### src/hdl/baro_sensor_compensation_core_macros.svh
// Assertion macros shared by the baro compensation RTL.
`ifndef BARO_SENSOR_COMPENSATION_CORE_MACROS_SVH
`define BARO_SENSOR_COMPENSATION_CORE_MACROS_SVH
`ifndef SYNTH
// Same-cycle implication, sampled on clk_i, quiet during reset.
`define BCOMP_ASSERT_IMP(lbl, ante, cons) \
  lbl: assert property (@(posedge clk_i) disable iff (!rst_ni) (ante) |-> (cons)) \
    else $error("bcomp assertion failed");
// Next-cycle implication, sampled on clk_i, quiet during reset.
`define BCOMP_ASSERT_NXT(lbl, ante, cons) \
  lbl: assert property (@(posedge clk_i) disable iff (!rst_ni) (ante) |=> (cons)) \
    else $error("bcomp assertion failed");
`else
`define BCOMP_ASSERT_IMP(lbl, ante, cons)
`define BCOMP_ASSERT_NXT(lbl, ante, cons)
`endif
`endif

### src/hdl/bcomp_pkg.sv
// Shared types and constants for the barometer compensation pipeline.
`timescale 1ns / 1ps
`default_nettype none

package bcomp_pkg;

  localparam int unsigned RawW  = 24;
  localparam int unsigned CoefW = 16;
  localparam int unsigned TempW = 15;
  localparam int unsigned PresW = 17;

  // TEMP - 2000 is the pipeline's temperature offset; the very cold test
  // and square use TEMP + 1500 = (TEMP - 2000) + 3500.
  localparam logic signed [19:0] TEMP_REF     = 20'sd2000;
  localparam logic signed [19:0] TEMP_COLD_OF = 20'sd3500;

  localparam logic signed [14:0] TEMP_MIN = -15'sd4000;
  localparam logic signed [14:0] TEMP_MAX = 15'sd8500;
  localparam logic [16:0]        PRES_MIN = 17'd1000;
  localparam logic [16:0]        PRES_MAX = 17'd120000;

  typedef enum logic [2:0] {
    CFG_SENS     = 3'd0,
    CFG_OFF      = 3'd1,
    CFG_TCS      = 3'd2,
    CFG_TCO      = 3'd3,
    CFG_TREF     = 3'd4,
    CFG_TEMPSENS = 3'd5
  } cfg_idx_e;

  typedef struct packed {
    logic [CoefW-1:0] sens;
    logic [CoefW-1:0] off;
    logic [CoefW-1:0] tcs;
    logic [CoefW-1:0] tco;
    logic [CoefW-1:0] tref;
    logic [CoefW-1:0] tempsens;
  } coef_t;

  // Hand-off from the temperature/correction half to the pressure half.
  typedef struct packed {
    logic [RawW-1:0]   d1;
    logic signed [19:0] temp;
    logic signed [40:0] off;
    logic signed [39:0] sens;
  } mid_t;

  typedef struct packed {
    logic              clamped;
    logic [PresW-1:0]  pres;
    logic signed [TempW-1:0] temp;
  } result_t;

endpackage

`default_nettype wire

### src/hdl/bcomp_skid.sv
// Two-entry output skid stage between the pipeline and the result channel.
`timescale 1ns / 1ps
`default_nettype none

`include "baro_sensor_compensation_core_macros.svh"

module bcomp_skid (
  input  logic                clk_i,
  input  logic                rst_ni,
  input  logic                in_valid_i,
  output logic                in_ready_o,
  input  bcomp_pkg::result_t  in_data_i,
  output logic                out_valid_o,
  input  logic                out_ready_i,
  output bcomp_pkg::result_t  out_data_o
);

  logic               out_valid_d, out_valid_q;
  logic               sp_valid_d, sp_valid_q;
  bcomp_pkg::result_t out_data_d, out_data_q;
  bcomp_pkg::result_t sp_data_d, sp_data_q;

  // ready depends on the spare slot only, so no path from out_ready_i
  assign in_ready_o = !sp_valid_q;

  always_comb begin
    out_valid_d = out_valid_q;
    out_data_d  = out_data_q;
    sp_valid_d  = sp_valid_q;
    sp_data_d   = sp_data_q;
    if (!out_valid_q || out_ready_i) begin
      if (sp_valid_q) begin
        out_valid_d = 1'b1;
        out_data_d  = sp_data_q;
        sp_valid_d  = 1'b0;
      end else begin
        out_valid_d = in_valid_i;
        out_data_d  = in_data_i;
      end
    end else if (in_valid_i && !sp_valid_q) begin
      sp_valid_d = 1'b1;
      sp_data_d  = in_data_i;
    end
  end

  always_ff @(posedge clk_i or negedge rst_ni) begin
    if (!rst_ni) begin
      out_valid_q <= 1'b0;
      sp_valid_q  <= 1'b0;
    end else begin
      out_valid_q <= out_valid_d;
      sp_valid_q  <= sp_valid_d;
    end
  end

  always_ff @(posedge clk_i) begin
    out_data_q <= out_data_d;
    sp_data_q  <= sp_data_d;
  end

  assign out_valid_o = out_valid_q;
  assign out_data_o  = out_data_q;

  `BCOMP_ASSERT_IMP(a_spare_behind_out, sp_valid_q, out_valid_q)
  `BCOMP_ASSERT_NXT(a_spare_held, sp_valid_q && !out_ready_i, sp_valid_q && (sp_data_q == $past(sp_data_q)))
  `BCOMP_ASSERT_NXT(a_spare_catches, out_valid_q && !out_ready_i && in_valid_i && in_ready_o, sp_valid_q)

endmodule

`default_nettype wire

### config.mk
export PLATFORM = sky130hd
export DESIGN_NAME = bcomp_skid
export DESIGN_NICKNAME = d
export VERILOG_FILES = /design/src/hdl/bcomp_pkg.sv /design/src/hdl/bcomp_skid.sv
export VERILOG_INCLUDE_DIRS = /design/src /design/src/hdl
export SDC_FILE = /design/constraint.sdc
export NUM_CORES = 1
export LEC_CHECK = 0
export ABC_AREA = 1
export BUFFER_PORTS_ARGS = -buffer_cell sky130_fd_sc_hd__buf_2
export CAP_MARGIN = 10
export CORE_ASPECT_RATIO = 0.75
export CORE_MARGIN = 4
export CORE_UTILIZATION = 45
export DETAILED_ROUTE_END_ITERATION = 8
export GPL_ROUTABILITY_DRIVEN = 0
export GPL_TIMING_DRIVEN = 0
export PLACE_DENSITY = 0.7
export SYNTH_ARGS = -nofsm -noshare
export SYNTH_HDL_FRONTEND = slang
export SYNTH_SLANG_ARGS = --single-unit
### constraint.sdc
create_clock -name clk_i -period 9.8 [get_ports clk_i]
set_clock_uncertainty 0.05 [all_clocks]
set_input_delay 0.98 -clock clk_i [delete_from_list [all_inputs] [get_ports clk_i]]
set_output_delay 0.98 -clock clk_i [all_outputs]
set_load 0.01 [all_outputs]
# Yosys cells after proc, flatten, opt, wreduce, memory -nomap -nowiden
# Index checks and enable logic that the tools add are counted.
# totals
n_memories	0
ff_bits	68
latch_bits	0
in_bits	37
romBits	0
mem_bits_rw	0
# op_classes
n_bitwise	1
n_eq_ne	0
order_cmp	0
div	0
shifts	0
add_sub_neg	0
n_mux	4
n_reduce_logical	6
mul	0
# ops
op	count
$mux W33	1
$mux W1	3
$logic_not A1 Y1	2
$reduce_and A2 Y1	1
$reduce_bool A2 Y1	1
$logic_and A1 B1 Y1	1
$logic_or A1 B1 Y1	1
$not A1 Y1	1

# Depth between registers and ports, before layout
# depth
depth_word	4
depth_mapped	5
depth_no_buf	3

# Least setup slack after synthesis
# OpenSTA, ideal clock, no wires.
# synth_timing
path_kind	in2reg
startpoint	input out_ready_i
endpoint	register sp_data_q[0] in the netlist's numbering, enable pin
setup_time_ps	424
arrival_ps	3295
path_buffers	0
path_stages	3
required_ps	9326
path_slack_ps	6031
path_cell_list	inv_1 nand2_1 nor2_1
# synth_via
elab_chain_len	3
# synth_rtl
element	line_no	text
from (decl)	bcomp_skid.sv:14	input logic out_ready_i,
$logic_or A1 B1 Y1	bcomp_skid.sv:31	if (!out_valid_q || out_ready_i) begin
$not A1 Y1 (no line)	-	
$reduce_and A2 Y1 (no line)	-	
to (signal assigned)	bcomp_skid.sv:58	sp_data_q <= sp_data_d;
to (decl)	bcomp_skid.sv:21	bcomp_pkg::result_t sp_data_d, sp_data_q;
# No other way between the ends.
# A chain may end at the register's enable or synchronous reset.

# Final worst setup path
# layout_timing
startpoint	input out_ready_i
endpoint	register sp_data_q[13] in the netlist's numbering, enable pin
# Same word-level chain as after synthesis.

==> metrics.md <==
| Metric | Value |
|---|---|
| Post-DR wirelength/cell | `13.75 um` |
| Yosys warning count | `0` |
| CP Max Fanout | `36` |
| Hold Fails Final Rpt | `0` |
| Cts hold-fix bufs | `0` |
| FF+latch count, synth | `68` |
| Clock-pin slew on the worst setup and hold paths | `0.06 ns` |
| Clock Tree Buf Depth | `2` |
| Post-Synthesis Cell Area | `between 0.002 and 0.003 mm^2` |
| Ports | `72` |
| Starting density of the core | `47.39%` |
| Cell Rows | `23` |
| Post-synthesis sequential area ratio | `around four fifths` |
| Initial antenna violation count | `0` |
| Setup crit end kind | `register` |
| Drt pass-1 iters | `4` |
| FMAX | `between 300 and 400 MHz` |
| Global route total overflow | `0` |
| Worst EP arrival | `2.57 ns` |
| Dpl hpwl | `3160 um` |
| Synth area leader | `edfxtp_1` |
| Post-synth top area share | `76.89%` |
| Status | `finished, final reports clean` |
| Final WL | `4716 um` |
| Global-route wire length before repair | `about 7300 um` |
| Area growth syn-to-layout | `24.56%` |
| Setup_tns | `0 ns` |
| Die area | `0.007015 mm^2` |
| GRT Total Usage | `between 10% and 20%` |
| Leak | `1.391 nW` |
| Drt initial violations | `57` |
| Period utilisation layout | `27.25%` |
| Largest net degree at the start of global routing | `37` |
| Post-Syn Nets | `around 220` |
| Relative slew margins | `37.72%` |
| Syn_area_per_cell | `14.16 um^2` |
| Chip Width | `95.39 um` |
| Max-Cap Viols | `0` |
| Root Buffer | `clkbuf_8` |
| TritonCTS clock tree | `built` |
| Routed vias/inst | `4.507` |
| Worst EP required | `9.70 ns` |
| Hold Path Class | `in2async` |
| Slew of the pin with the lowest slew margin | `about 0.93 ns` |
| Die H | `about 74 um` |
| CTS Buf Count | `9` |
| VDD IR-drop max | `~0.000096 V` |
| Post-CTS setup buffer count | `0` |
| Dominant cells by area after synthesis | `edfxtp_1, nand2_1, nand2_2, dfrtp_1, buf_12` |
| Slew Limit Fails | `0` |
| Routed vias | `1546` |
| Design Area, Final | `0.003211 mm^2` |
| Post-place instance area | `0.003037 mm^2` |
| DRT antenna net count | `0` |
| NumNets Final | `301` |
| Power density over cell area | `between 150 and 200 mW/mm^2` |
| Residual DRC | `0` |
| IO Port Bufs | `71` |
| Vias in the first global route | `approximately 1500` |
| Final setup violation count | `0` |
| Worst setup SP type | `input port` |
| Synth unique cells | `10` |
| Post-CTS sizing | `0` |
| Filler instances | `approximately 470` |
| Core area | `roughly 0.0054 mm^2` |
| Unrepaired setup endpoints after global routing | `no` |
| Number of diodes | `0` |
| Post-Syn Instances | `182` |
| Setup CP Type | `in2reg` |
| Worst skew pair latency | `0.33 ns` |
| Share of cells above drive strength 1 | `41.42%` |
| Power, Total | `about 630 uW` |
| CTS H-tree depth | `3` |
| Clk sinks | `68` |
| Minimum clock period | `2.670 ns` |
==> registers in the layout (all words and copies together), names as in the netlist <==
name,cells
out_data_o,33
sp_data_q,33
out_valid_o,1
sp_valid_q,1
==> kinds of logic after synthesis <==
family	synth area share (%)
buf+inv	4.029
flops	78.83
simple gates	17.14
==> final timing paths <==
kind                         startpoint  slack, ns            end  depth (start not counted)
max reg2reg                 out_valid_o       7.54  sp_data_q[13]                          2
max in group asynchronous        rst_ni       9.23     sp_valid_q                          1
max                         out_ready_i       7.13  sp_data_q[13]                          4
min reg2reg                sp_data_q[8]       0.47  out_data_o[8]                          2
min                              rst_ni       0.37    out_valid_o                          1
min in group clk_i         sp_data_q[8]       0.47  out_data_o[8]                          2
==> synth_stat cells, drive strengths merged <==
| library cell | instances |
|---|---|
| nand2 | 102 |
| edfxtp | 66 |
| buf | 7 |
| nor2 | 3 |
| dfrtp | 2 |
| inv | 2 |
==> layout make-up <==
class                      instances  area (um^2)  area share, %
buffer                             7        88.84          2.767
sequential                        68         2032          63.29
multi-input combinational        105        451.7          14.07
clock buffer                      12        135.1          4.209
timing repair buffer              71        355.3          11.07
tap                               75        93.84          2.923
inverter                           2        15.01         0.4677
clock inverter                     3        38.79          1.208
==> placed cells by master, fill, tap and decap left out <==
cell	synthesis	layout
buf_12	2	2
buf_2	0	71
buf_4	2	2
buf_6	3	3
bufinv_16	0	1
clkbuf_1	0	3
clkbuf_8	0	9
clkinv_1	0	1
clkinv_2	0	1
dfrtp_1	2	2
edfxtp_1	66	66
inv_1	1	1
inv_8	1	1
nand2_1	83	82
nand2_2	19	20
nor2_1	3	2
nor2_4	0	1
==> power by group <==
group / total [mW] / switching [mW] / internal (mW)
Sequential: 0.352 / 0.00572 / 0.346
Combinational: 0.0692 / 0.0419 / 0.0272
Clock: 0.209 / 0.0936 / 0.115
==> metrics by stage <==
| stage | cells | utilization (%) | hold WS [ns] | setup slack, ns |
|---|---|---|---|---|
| 2_1_floorplan | 182 | - | 0.4405 | 6.031 |
| 3_3_place_gp | 328 | 55.65 | 0.4464 | 4.848 |
| 3_5_place_dp | 328 | 55.83 | 0.4545 | 6.711 |
| 4_1_cts | 343 | 59.03 | 0.3613 | 7.055 |
| 5_1_grt | 343 | 59.03 | 0.3513 | 6.961 |
| 6_report | 343 | 59.03 | 0.3740 | 7.130 |
==> critical path, cell delays in order <==
cell and delay [ns]:
buf_2 0.09, inv_1 0.05, nand2_2 0.49, nor2_4 0.95
==> layer usage <==
layer	global-route usage (%)	up-vias	wire length [um]
li1	-	774	-
met1	18.18	709	2077
met2	22.89	58	2225
met3	7.984	5	379
met4	4.259	0	34
met5	0	-	0
Power figures use the tool's default switching activity.
