==> config.mk <==
export PLATFORM = sky130hd
export DESIGN_NAME = bcomp_pres_pipe
export DESIGN_NICKNAME = d
export VERILOG_FILES = /design/src/hdl/bcomp_pkg.sv /design/src/hdl/bcomp_pres_pipe.sv
export VERILOG_INCLUDE_DIRS = /design/src /design/src/hdl
export SDC_FILE = /design/constraint.sdc
export NUM_CORES = 2
export LEC_CHECK = 0
export BUFFER_PORTS_ARGS = -buffer_cell sky130_fd_sc_hd__buf_2
export CORE_MARGIN = 8
export CORE_UTILIZATION = 60
export CTS_BUF_LIST = sky130_fd_sc_hd__clkbuf_8 sky130_fd_sc_hd__clkbuf_16
export DETAILED_ROUTE_END_ITERATION = 6
export GPL_TIMING_DRIVEN = 0
export HOLD_SLACK_MARGIN = 0.1
export PLACE_DENSITY = 0.77
export SYNTH_ARGS = -nofsm -noshare
export SYNTH_HDL_FRONTEND = slang
export SYNTH_SLANG_ARGS = --single-unit
==> constraint.sdc <==
create_clock -name clk_i -period 4 [get_ports clk_i]
set_input_delay 0.2 -clock clk_i [delete_from_list [all_inputs] [get_ports clk_i]]
set_output_delay 0.2 -clock clk_i [all_outputs]
set_load 0.01 [all_outputs]
==> src/hdl/baro_sensor_compensation_core_macros.svh <==
// Assertion macros shared by the baro compensation RTL.
`ifndef BARO_SENSOR_COMPENSATION_CORE_MACROS_SVH
`define BARO_SENSOR_COMPENSATION_CORE_MACROS_SVH
`ifndef SYNTH
// Same-cycle implication, sampled on clk_i, quiet during reset.
`define BCOMP_ASSERT_IMP(lbl, ante, cons) \
  lbl: assert property (@(posedge clk_i) disable iff (!rst_ni) (ante) |-> (cons)) \
    else $error("bcomp assertion failed");
// Next-cycle implication, sampled on clk_i, quiet during reset.
`define BCOMP_ASSERT_NXT(lbl, ante, cons) \
  lbl: assert property (@(posedge clk_i) disable iff (!rst_ni) (ante) |=> (cons)) \
    else $error("bcomp assertion failed");
`else
`define BCOMP_ASSERT_IMP(lbl, ante, cons)
`define BCOMP_ASSERT_NXT(lbl, ante, cons)
`endif
`endif

==> src/hdl/bcomp_pkg.sv <==
// Shared types and constants for the barometer compensation pipeline.
`timescale 1ns / 1ps
`default_nettype none

package bcomp_pkg;

  localparam int unsigned RawW  = 24;
  localparam int unsigned CoefW = 16;
  localparam int unsigned TempW = 15;
  localparam int unsigned PresW = 17;

  // TEMP - 2000 is the pipeline's temperature offset; the very cold test
  // and square use TEMP + 1500 = (TEMP - 2000) + 3500.
  localparam logic signed [19:0] TEMP_REF     = 20'sd2000;
  localparam logic signed [19:0] TEMP_COLD_OF = 20'sd3500;

  localparam logic signed [14:0] TEMP_MIN = -15'sd4000;
  localparam logic signed [14:0] TEMP_MAX = 15'sd8500;
  localparam logic [16:0]        PRES_MIN = 17'd1000;
  localparam logic [16:0]        PRES_MAX = 17'd120000;

  typedef enum logic [2:0] {
    CFG_SENS     = 3'd0,
    CFG_OFF      = 3'd1,
    CFG_TCS      = 3'd2,
    CFG_TCO      = 3'd3,
    CFG_TREF     = 3'd4,
    CFG_TEMPSENS = 3'd5
  } cfg_idx_e;

  typedef struct packed {
    logic [CoefW-1:0] sens;
    logic [CoefW-1:0] off;
    logic [CoefW-1:0] tcs;
    logic [CoefW-1:0] tco;
    logic [CoefW-1:0] tref;
    logic [CoefW-1:0] tempsens;
  } coef_t;

  // Hand-off from the temperature/correction half to the pressure half.
  typedef struct packed {
    logic [RawW-1:0]   d1;
    logic signed [19:0] temp;
    logic signed [40:0] off;
    logic signed [39:0] sens;
  } mid_t;

  typedef struct packed {
    logic              clamped;
    logic [PresW-1:0]  pres;
    logic signed [TempW-1:0] temp;
  } result_t;

endpackage

`default_nettype wire

==> src/hdl/bcomp_pres_pipe.sv <==
// Pressure product, scaling and output clamping: six register stages.
`timescale 1ns / 1ps
`default_nettype none

`include "baro_sensor_compensation_core_macros.svh"

module bcomp_pres_pipe (
  input  logic                clk_i,
  input  logic                rst_ni,
  input  logic                en_i,
  input  logic                valid_i,
  input  bcomp_pkg::mid_t     mid_i,
  output logic                valid_o,
  output bcomp_pkg::result_t  res_o
);

  logic [5:0] vld_q;

  // P1: split D1*SENS into two partial products
  logic [43:0]        p1_plo_d, p1_plo_q;
  logic signed [44:0] p1_phi_d, p1_phi_q;
  logic signed [40:0] p1_off_q;
  logic signed [19:0] p1_temp_q;
  // P2: recombine
  logic signed [63:0] p2_prod_d, p2_prod_q;
  logic signed [40:0] p2_off_q;
  logic signed [19:0] p2_temp_q;
  // P3: /2^21
  logic signed [63:0] p3_adj;
  logic signed [42:0] p3_q1_q;
  logic signed [40:0] p3_off_q;
  logic signed [19:0] p3_temp_q;
  // P4: - OFF
  logic signed [43:0] p4_diff_d, p4_diff_q;
  logic signed [19:0] p4_temp_q;
  // P5: /2^15
  logic signed [43:0] p5_adj;
  logic signed [28:0] p5_pres_q;
  logic signed [19:0] p5_temp_q;
  // P6: clamp
  logic               p6_plo, p6_phi, p6_tlo, p6_thi;
  bcomp_pkg::result_t p6_res_d, p6_res_q;

  always_ff @(posedge clk_i or negedge rst_ni) begin
    if (!rst_ni) begin
      vld_q <= '0;
    end else if (en_i) begin
      vld_q <= {vld_q[4:0], valid_i};
    end
  end

  always_comb begin
    p1_plo_d  = mid_i.d1 * mid_i.sens[19:0];
    p1_phi_d  = $signed({1'b0, mid_i.d1}) * $signed(mid_i.sens[39:20]);

    p2_prod_d = $signed({p1_phi_q[43:0], 20'd0}) + $signed({20'd0, p1_plo_q});

    p3_adj    = p2_prod_q + $signed({43'd0, {21{p2_prod_q[63]}}});

    p4_diff_d = $signed({p3_q1_q[42], p3_q1_q}) - $signed({{3{p3_off_q[40]}}, p3_off_q});

    p5_adj    = p4_diff_q + $signed({29'd0, {15{p4_diff_q[43]}}});

    p6_plo = p5_pres_q < $signed({12'd0, bcomp_pkg::PRES_MIN});
    p6_phi = p5_pres_q > $signed({12'd0, bcomp_pkg::PRES_MAX});
    p6_tlo = p5_temp_q < bcomp_pkg::TEMP_MIN;
    p6_thi = p5_temp_q > bcomp_pkg::TEMP_MAX;

    priority if (p6_plo) begin
      p6_res_d.pres = bcomp_pkg::PRES_MIN;
    end else if (p6_phi) begin
      p6_res_d.pres = bcomp_pkg::PRES_MAX;
    end else begin
      p6_res_d.pres = p5_pres_q[16:0];
    end

    priority if (p6_tlo) begin
      p6_res_d.temp = bcomp_pkg::TEMP_MIN;
    end else if (p6_thi) begin
      p6_res_d.temp = bcomp_pkg::TEMP_MAX;
    end else begin
      p6_res_d.temp = p5_temp_q[14:0];
    end

    p6_res_d.clamped = p6_plo | p6_phi | p6_tlo | p6_thi;
  end

  always_ff @(posedge clk_i) begin
    if (en_i) begin
      p1_plo_q  <= p1_plo_d;
      p1_phi_q  <= p1_phi_d;
      p1_off_q  <= mid_i.off;
      p1_temp_q <= mid_i.temp;

      p2_prod_q <= p2_prod_d;
      p2_off_q  <= p1_off_q;
      p2_temp_q <= p1_temp_q;

      p3_q1_q   <= p3_adj[63:21];
      p3_off_q  <= p2_off_q;
      p3_temp_q <= p2_temp_q;

      p4_diff_q <= p4_diff_d;
      p4_temp_q <= p3_temp_q;

      p5_pres_q <= p5_adj[43:15];
      p5_temp_q <= p4_temp_q;

      p6_res_q  <= p6_res_d;
    end
  end

  assign valid_o = vld_q[5];
  assign res_o   = p6_res_q;

  `BCOMP_ASSERT_IMP(a_pres_in_range, vld_q[5], (p6_res_q.pres >= bcomp_pkg::PRES_MIN) && (p6_res_q.pres <= bcomp_pkg::PRES_MAX))
  `BCOMP_ASSERT_IMP(a_temp_in_range, vld_q[5], (p6_res_q.temp >= bcomp_pkg::TEMP_MIN) && (p6_res_q.temp <= bcomp_pkg::TEMP_MAX))
  `BCOMP_ASSERT_NXT(a_clamp_flag, en_i && vld_q[4] && (p6_plo || p6_phi || p6_tlo || p6_thi), p6_res_q.clamped)

endmodule

`default_nettype wire

# [Yosys cells after proc, flatten, opt, wreduce, memory -nomap -nowiden]
# Index checks and enable logic that the tools add are counted.
# Widths: inputs -> output; s select.
[totals] register_bits=530 in_bits=129 elab_cells=37
[classes] n_addsub=4 multipliers=2 order_cmp=4 muxes=2 n_bitwise=3 reduce_logical=2
[ops] cell="$add 64x22->64" count=1
[ops] cell="$add 64x45->64" count=1
[ops] cell="$add 44x16->44" count=1
[ops] cell="$mul 24x20->44" count=1
[ops] cell="$mul 25x20->44" count=1
[ops] cell="$sub 43x41->44" count=1
[ops] cell="$gt 29x18->1 const B" count=1
[ops] cell="$lt 29x11->1 const B" count=1
[ops] cell="$gt 20x15->1 const B" count=1
[ops] cell="$lt 20x13->1 const B" count=1
[ops] cell="$mux 17" count=1
[ops] cell="$mux 15" count=1
[ops] cell="$reduce_or 2->1" count=2
[ops] cell="$or 1x1->1" count=3

# [Depth between registers and ports, before layout]
[logic_depth] word_depth=4 ltp_mapped=28

# [Least setup slack after synthesis]
# Ideal clock, no wire load.
[synth_path] path_kind="input to register" start="input port mid_i[112] in the netlist's numbering" end="register p1_plo_q[37], data pin" setup_ps=267 t_arrival_ps=6472 slack_ps=-2739 path_stages=23 cell_sequence="clkbuf_1 > nand2_1 > fa_1 > fa_1 > fa_1 > inv_1 > fa_1 > fa_1 > fa_1 > inv_1 > fa_1 > inv_1 > ha_1 > a21o_1 > a21o_1 > a211o_1 > a31oi_4 > o31ai_2 > a221o_2 > a221o_2 > a21oi_2 > o21ai_1 > xor2_1"
[synth_between] elab_chain_len=1
[synth_lines] item="start, declared" line="bcomp_pres_pipe.sv:12" text="input bcomp_pkg::mid_t mid_i,"
[synth_lines] item="$mul 24x20->44" line="bcomp_pres_pipe.sv:53" text="p1_plo_d = mid_i.d1 * mid_i.sens[19:0];"
[synth_lines] item="via p1_plo_d[37]" line="bcomp_pres_pipe.sv:20" text="logic [43:0] p1_plo_d, p1_plo_q;"
[synth_lines] item="end signal, assigned" line="bcomp_pres_pipe.sv:90" text="p1_plo_q <= p1_plo_d;"
[synth_lines] item="end, declared" line="bcomp_pres_pipe.sv:20"
# The timed path passes the listed nets, and every way through them passes these cells.
# A chain may end at the register's enable or synchronous reset.

# [Final worst setup path]
[layout_path] start="input port mid_i[5] in the netlist's numbering" end="register p1_plo_q[33], data pin"
# Same word-level chain as after synthesis.

==> flow_metrics.env <==
export IMPL_groute_layer_met1_usage_pct=38.7
export IMPL_failed_checks="negative setup slack"
export IMPL_wl_per_cell_um=22.8
export IMPL_final_util_pct=70.1
export IMPL_drt_pre_antenna_iters=7
export IMPL_syn_mean_instance_area_um2=10.7
export IMPL_crit_type="in2reg"
export IMPL_clock_sinks=530
export IMPL_grt_use_met2_pct=48.9
export IMPL_endpoint_kind="register"
export IMPL_cts_made_buffers=50
export IMPL_crit_arrival_ns=6.87
export IMPL_drc=0
export IMPL_path_delay_family="adder cells"
export IMPL_grt_pass1_vias=39800
export IMPL_drv_slew=0
export IMPL_synth_warnings=0
export IMPL_vias_per_cell=5.74
export IMPL_grt_first_pass_wirelength_um=231000
export IMPL_fmax_ghz=0.153
export IMPL_yosys_top_cells_area="fa_1 (29%), edfxtp_1 (29%), ha_1 (9.9%), inv_1 (6.6%), and2_1 (5.8%)"
export IMPL_dp_cells=6390
export IMPL_synth_most_common_cell="inv_1"
export IMPL_netlist_top_cells_count="inv_1 (952), fa_1 (787), nand2_1 (572)"
export IMPL_routed_wl_um=152000
export IMPL_dp_hpwl_um=117000
export IMPL_crit_required_ns=4.33
export IMPL_num_io_pins=163
export IMPL_grt_max_degree=141
export IMPL_die_area_um2=100000
export IMPL_track_usage_pct=30.5
export IMPL_portBuffers=138
export IMPL_clkTransAtPathRegs_ns=0.09
export IMPL_ant_nets=0
export IMPL_async_flop_share_pct=1.13
export IMPL_cts_tree="yes"
export IMPL_die_y_um=316
export IMPL_hold_viol_final=0
export IMPL_critPathMaxFanout=10
export IMPL_rows=110
export IMPL_crit_slowest_cell="fa_2"
export IMPL_setup_tns_ns=-119.10
export IMPL_outcome="finished, violations left"
export IMPL_syn_inst=5073
export IMPL_drt_iter0_drc=3231
export IMPL_core_area_um2=89700
export IMPL_critical_path_buf_inv_count=8
export IMPL_insertion_delay_ns=0.61
export IMPL_area_growth_pct=16.2
export IMPL_layout_drive_gt1_share_pct=15.2
export IMPL_synth_ff_type="edfxtp_1"
export IMPL_synthesis_nets=6419
export IMPL_place_congestion=1.00
export IMPL_post_route_min_period_ns=6.54
export IMPL_worst_pin_slew_ns=1.22
export IMPL_yosys_area_top_type_share_pct=29.1
export IMPL_clockBufferDepth=3
export IMPL_cap_violations=0
export IMPL_synth_seq_cells=530
export IMPL_grt_ovfl_total=0
export IMPL_grt_busiest_layer="met2"
export IMPL_whs_ns=0.154
export IMPL_final_nets=6797
export IMPL_crit_top_cell="fa_1"
export IMPL_nFillCells=6420
export IMPL_vias=38300
export IMPL_setup_viol=74
export IMPL_start_kind="input port"
export IMPL_seq_area_frac_synth_pct=29.4
export IMPL_skew_ns=0.0326
export IMPL_cts_htree_levels=2
export IMPL_synth_edf_count=524
export IMPL_final_cells=6674
export IMPL_syn_area_um2=54100
export IMPL_yosys_cell_types_count=77
export IMPL_antenna_found_initial=13
export IMPL_slew_headroom_pct=19.0
export IMPL_rsz0062_at_grt="yes"
export IMPL_fin_ws_ns=-2.54
export IMPL_clockRootBuffer="clkbuf_16"
export IMPL_yosysTopAreaCell="fa_1"
export IMPL_initial_utilization_pct=60.3
export IMPL_hp_class="in2reg"
export IMPL_grt_use_met3_pct=8.37
export IMPL_slowest_delay_ns=0.64
export IMPL_fin_crit_sh_pct=163
export IMPL_die_w_um=316
## metrics by stage
stage | setup slack [ns] | cell area (um^2)
2_1_floorplan | -2.57 | 55000
3_3_place_gp | -4.84 | 57200
3_5_place_dp | -4.05 | 57300
4_1_cts | -2.40 | 61800
5_1_grt | -2.64 | 62900
6_report | -2.54 | 62900
## flip-flops by register name, summed over array words and instances, names as in the netlist, 41 cells and up
signal	flops
p2_prod_q	64
p2_off_q	41
p3_off_q	41
p1_off_q	41
p1_phi_q	44
p1_plo_q	44
p3_q1_q	43
p4_diff_q	44
## worst register-to-register path, cell delays in order, from the launching register on
cell	delay, ns
edfxtp_1	0.37
ha_1	0.25
inv_1	0.08
fa_1	0.20
nor2b_1	0.05
o21ai_0	0.25
a21boi_1	0.14
o21a_1	0.20
o21ai_0	0.26
a31oi_1	0.22
o21ai_1	0.40
a211o_1	0.25
clkbuf_1	0.41
a21oi_1	0.19
xor2_1	0.20
## metal layers
metal,part of all wire (%),vias up
met5,0.042,-
met4,5.8,10
met3,11,466
met2,45,1839
met1,38,19200
li1,-,16800
## cells in the final DEF (no fill, tap or decap), types with 66 or more instances in the layout
cell       netlist  routed
a21o_1         108     107
a21oi_1        153     119
and2_1         501     449
buf_2            5     122
buf_4            0      88
clkbuf_16        0      70
edfxtp_1       524     524
fa_1           787     756
ha_1           430     400
inv_1          952     924
nand2_1        572     554
xnor2_1        156     133
xor2_1          75      66
## cell families after synthesis
| logic type | Yosys count | share of synthesized area [%] |
|---|---|---|
| XOR/XNOR | 231 | 3.74 |
| AND/OR/NAND/NOR | 1430 | 13.5 |
| adder cells (fa/ha/maj) | 1217 | 39.1 |
| multiplexers | 9 | 0.180 |
| AO/OA/AOI/OAI | 498 | 6.09 |
| flip-flops | 530 | 29.4 |
| buffers and inverters | 1158 | 8.05 |
## cell type report
cell class,count,area [um^2],share of cell area (%)
inverter,952,3570,5.68
multi-input combinational,3385,35600,56.6
clock buffer,50,1250,1.99
sequential,530,15900,25.3
antenna,8,20.0,0.0318
timing repair buffer,329,2830,4.49
tap,1176,1470,2.34
buffer,203,1930,3.06
clock inverter,41,357,0.567
## worst paths after layout
kind / slack [ns] / end / cells past startpoint / start
setup reg to reg: 0.27 / p2_prod_q[54] / 14 / p1_plo_q[20]
hold / removal: 0.15 / p1_plo_q[13] / 1 / en_i
hold reg to reg: 0.40 / p3_off_q[28] / 0 / p2_off_q[28]
min in group asynchronous: 0.54 / vld_q[0] / 3 / rst_ni
setup / recovery: -2.54 / p1_plo_q[33] / 26 / mid_i[5]
max in group asynchronous: 3.24 / vld_q[3] / 3 / rst_ni
## what timing repair did
| action | CTS | global route |
|---|---|---|
| cloned | 2 | 2 |
| endpoints found under the hold margin | 68 | 0 |
| hold buffers | 64 | 0 |
| endpoints found under the setup margin | 117 | 78 |
| gates resized for setup | 402 | 223 |
| pin swaps | 126 | 146 |
| buffers inserted | 78 | 51 |
Power is left out: the tool's default activity adds up to more than one toggle a clock period on the data nets, which glitch-free logic cannot reach.
